**config.mk**
```make
export PLATFORM = sky130hd
export DESIGN_NAME = lik_sqrt
export DESIGN_NICKNAME = d
export VERILOG_FILES = /design/src/rtl/lik_sqrt.sv
export SDC_FILE = /design/constraint.sdc
export NUM_CORES = 1
export LEC_CHECK = 0
export BUFFER_PORTS_ARGS = -buffer_cell sky130_fd_sc_hd__buf_4
export CAP_MARGIN = 20
export CORE_UTILIZATION = 35
export DETAILED_ROUTE_END_ITERATION = 12
export SYNTH_ARGS = -nofsm -noshare
export SYNTH_HDL_FRONTEND = slang
export SYNTH_SLANG_ARGS = --single-unit
```
**constraint.sdc**
```tcl
create_clock -name clk -period 3.36 [get_ports clk]
set_input_delay 0.672 -clock clk [delete_from_list [all_inputs] [get_ports clk]]
set_output_delay 0.672 -clock clk [all_outputs]
set_load 0.02 [all_outputs]
```
**src/rtl/lik_sqrt.sv**
```systemverilog
// ----------------------------------------------------------------------------
// lik_sqrt
// Pipelined integer square root, floor result, one root bit per stage.
// ----------------------------------------------------------------------------
module lik_sqrt #(
    parameter int RW = 16
) (
    input  logic            clk,
    input  logic [2*RW-1:0] radicand,
    output logic [RW-1:0]   root
);

    localparam int VW = 2 * RW + 1;

    logic [VW-1:0] rem_reg [0:RW-2];
    logic [RW-1:0] q_reg   [0:RW-1];

    for (genvar k = 0; k < RW; k++)
    begin : g_bit
        localparam int B = RW - 1 - k;
        logic [VW-1:0] rem_in;
        logic [VW-1:0] trial;
        logic [RW-1:0] q_in;
        logic          fit;

        if (k == 0)
        begin : g_first
            assign rem_in = VW'(radicand);
            assign q_in   = '0;
        end
        else
        begin : g_next
            assign rem_in = rem_reg[k-1];
            assign q_in   = q_reg[k-1];
        end

        assign trial = (VW'(q_in) << (B + 1)) + (VW'(1) << (2 * B));
        assign fit   = rem_in >= trial;

        always_ff @(posedge clk)
        begin
            q_reg[k] <= fit ? (q_in | (RW'(1) << B)) : q_in;
        end

        if (k < RW - 1)
        begin : g_rem
            always_ff @(posedge clk)
            begin
                rem_reg[k] <= fit ? (rem_in - trial) : rem_in;
            end
        end
    end

    assign root = q_reg[RW-1];

endmodule

```
==> results.sh <==
export IMPL_outcome="finished clean"
export IMPL_synth_ff_type="dfxtp_1"
export IMPL_drt_pass1_iterations=7
export IMPL_rows=94
export IMPL_die_w_um=262.0
export IMPL_hold_ws_ns=0.1325
export IMPL_cp_end_kind="register"
export IMPL_period_needed_ns=3.045
export IMPL_grt_max_degree=31
export IMPL_hp_start="radicand[2]"
export IMPL_vdd_drop_max_mv=0.4931
export IMPL_final_util_pct=41.08
export IMPL_synthDistinctLibCells=78
export IMPL_maxSlewViolCount=0
export IMPL_cp_data_required_time_ns=3.88
export IMPL_internal_power_uw=16110
export IMPL_finalCritPeriodShare_pct=90.64
export IMPL_cts_hold_buffers_added=0
export IMPL_power_frac_seq_pct=44.9
export IMPL_hold_path_depth=1
export IMPL_fmax_mhz=328.4
export IMPL_r2r_cells=9
export IMPL_clkPwrFrac_pct=28.5
export IMPL_cts_buffers=61
export IMPL_dieArea_um2=68660
export IMPL_critPathLaunchType="register"
export IMPL_wl_per_cell_um=15.06
export IMPL_syn_area_um2=23670
export IMPL_finalHoldViolCount=0
export IMPL_hold_end="rem_reg[0][2]$_DFF_P_"
export IMPL_layout_nets=2620
export IMPL_syn_inst=2334
export IMPL_dp_slack_ns=0.1869
export IMPL_rsz0062_at_grt="no"
export IMPL_grt_pass1_vias=16820
export IMPL_switching_power_uw=7629
export IMPL_total_power_uw=23740
export IMPL_ctsResizeCount=0
export IMPL_clk_pin_slew_ns=0.06
export IMPL_clock_path_buffers=3
export IMPL_max_cap_violations=0
export IMPL_setup_violations=0
export IMPL_pin_count=49
export IMPL_post_cts_buffers=0
export IMPL_cts_tree="yes"
export IMPL_drtIter0Drc=803
export IMPL_viasPerCell=4.880
export IMPL_hold_path_class="in -> reg"
export IMPL_avgSynthCellArea_um2=10.14
export IMPL_dieHeight_um=262.0
export IMPL_gp_congestion=0.9451
export IMPL_overflow=0
export IMPL_r2r_end="rem_reg[8][29]$_DFF_P_"
export IMPL_htree_levels=2
export IMPL_antenna_found_initial=0
export IMPL_crit_path_start="q_reg[0][123]$_DFF_P_"
export IMPL_skew_ns=0.02434
export IMPL_synth_seq_cells=631
export IMPL_cts_sinks=631
export IMPL_wl_um=50500
export IMPL_portBuffers=48
export IMPL_switching_share_pct=32.13
export IMPL_cellPowerDensity_nw_per_um2=871.2
export IMPL_mostFrequentLayoutCell="dfxtp_1"
export IMPL_antenna_left=0
export IMPL_r2r_slack_ns=0.31
export IMPL_grt_pass1_wl_um=82400
export IMPL_start_util_pct=35.68
export IMPL_yosysWarnings=0
export IMPL_tns_ns=0
export IMPL_cts_root_buf="clkbuf_16"
export IMPL_post_route_drc_count=0
export IMPL_insertion_delay_ns=0.64
export IMPL_worstMarginPinSlew_ns=0.8828
export IMPL_core_um2=66330
export IMPL_cp_arrival_ns=3.56
export IMPL_synth_edf_count=0
export IMPL_largest_register_ffs=495
export IMPL_track_usage_pct=14.94
export IMPL_path_class="reg -> reg"
export IMPL_synth_nets=2517
export IMPL_most_common_layout_cells="631 x dfxtp_1, 184 x inv_1, 153 x nand2_1, 150 x ha_1, 124 x o21ai_0"
export IMPL_ys_seq_area_share_pct=53.38
export IMPL_syn2layout_area_growth_pct=15.15
export IMPL_via_count=16360
export IMPL_r2r_start="q_reg[0][123]$_DFF_P_"
export IMPL_drive_above_1_share_pct=9.080
export IMPL_async_flop_share_pct=0
export IMPL_setup_slack_ns=0.3146
export IMPL_critPathMaxFanout=6
export IMPL_leakage_uw=0.01213
export IMPL_relSlewSlack_pct=40.64
export IMPL_dpl_hpwl_um=39750
export IMPL_diodes=0
export IMPL_comb_power_share_pct=26.6
## per-stage QoR
step	area, um^2	instances
global route	27250	3353
floorplan	23670	2334
CTS	27250	3353
detailed placement	25170	3238
global placement	25170	3238
finish	27250	3353
## layer usage
layer / track usage, % / vias up / part of all wire (%)
li1: - / 8373 / -
met1: 14.56 / 7631 / 39
met2: 30.17 / 246 / 54
met3: 2.093 / 111 / 2.7
met4: 7.402 / 0 / 4.0
met5: 0 / - / 0
## worst max-delay path, stage by stage, from the launching register on
cell      delay, ns
dfxtp_1        0.33
inv_1          0.04
ha_1           0.34
inv_1          0.10
or4_1          0.53
nor4_1         0.44
or3_1          0.24
nor4b_1        0.60
nand2b_1       0.15
xnor2_1        0.15
## how the worst max path moves through the flow
stage / cells after the start / end / slack [ns]
final: 9 / rem_reg[8][29]$_DFF_P_ / 0.31
after global routing: 10 / rem_reg[11][12]$_DFF_P_ / 0.06
after CTS: 9 / rem_reg[10][24]$_DFF_P_ / 0.14
after detailed placement: 9 / rem_reg[10][24]$_DFF_P_ / 0.19
after global placement: 9 / rem_reg[10][24]$_DFF_P_ / 0.29
after floorplan: 11 / rem_reg[14][22]$_DFF_P_ / 0.69
## cell type report
type | count | area, um^2
clock buffers | 87 | 1794
clock inverters | 28 | 281.5
fillers | 6396 | 39080
inverters | 185 | 694.4
multi-input cells | 1480 | 10170
flip-flops and latches | 631 | 12630
well taps | 864 | 1081
repair buffers | 78 | 598.1
## power groups by stage
| stage | Sequential, uW | Combinational, uW | Clock [uW] |
|---|---|---|---|
| after floorplan | 10300 | 4940 | 0 |
| after global placement | 10800 | 6170 | 0 |
| after detailed placement | 10800 | 6310 | 0 |
| after CTS | 10700 | 6340 | 6980 |
| after global routing | 10900 | 7110 | 7310 |
| final | 10700 | 6310 | 6780 |
## cells in the mapped netlist (5+ instances only)
| library cell | number | area share (%) |
|---|---|---|
| o21ba_2 | 5 | 0.21 |
| a31oi_1 | 8 | 0.21 |
| nand2b_1 | 34 | 0.90 |
| o21ai_2 | 6 | 0.22 |
| nand2_1 | 153 | 2.4 |
| nor4_1 | 95 | 2.5 |
| o21ai_0 | 124 | 2.6 |
| inv_1 | 184 | 2.9 |
| a211oi_1 | 18 | 0.57 |
| dfxtp_1 | 631 | 53 |
| a2111oi_0 | 6 | 0.22 |
| a21o_1 | 28 | 0.89 |
| clkbuf_1 | 22 | 0.35 |
| mux2i_1 | 6 | 0.25 |
| buf_2 | 8 | 0.17 |
| or4_1 | 21 | 0.67 |
| o21a_1 | 32 | 1.0 |
| xor2_1 | 96 | 3.6 |
| or2_2 | 14 | 0.37 |
| nor3b_1 | 5 | 0.16 |
| nor2b_1 | 20 | 0.53 |
| nand3b_1 | 13 | 0.41 |
| o31ai_1 | 24 | 0.76 |
| nor2_1 | 121 | 1.9 |
| ha_1 | 150 | 7.9 |
| a21oi_1 | 100 | 2.1 |
| mux2_2 | 8 | 0.38 |
| o21bai_1 | 8 | 0.25 |
| or3_1 | 27 | 0.71 |
| nand4b_1 | 6 | 0.22 |
| o2111ai_1 | 7 | 0.26 |
| o211ai_1 | 7 | 0.22 |
| xnor2_1 | 101 | 3.7 |
| nand4_1 | 29 | 0.77 |
| nand3_1 | 39 | 0.82 |
| and2_1 | 7 | 0.19 |
| nor3_1 | 74 | 1.6 |
| nor4b_1 | 17 | 0.63 |
| and3_1 | 7 | 0.19 |
## cells by family after synthesis
logic type	Yosys count	synth area share [%]
AO/OA/AOI/OAI	415	11.13
XOR/XNOR	197	7.291
adder cells (fa/ha/maj)	150	7.930
buffers and inverters	223	3.706
flip-flops	631	53.38
multiplexers	14	0.6344
AND/OR/NAND/NOR	704	15.93
Power figures use the tool's default switching activity.
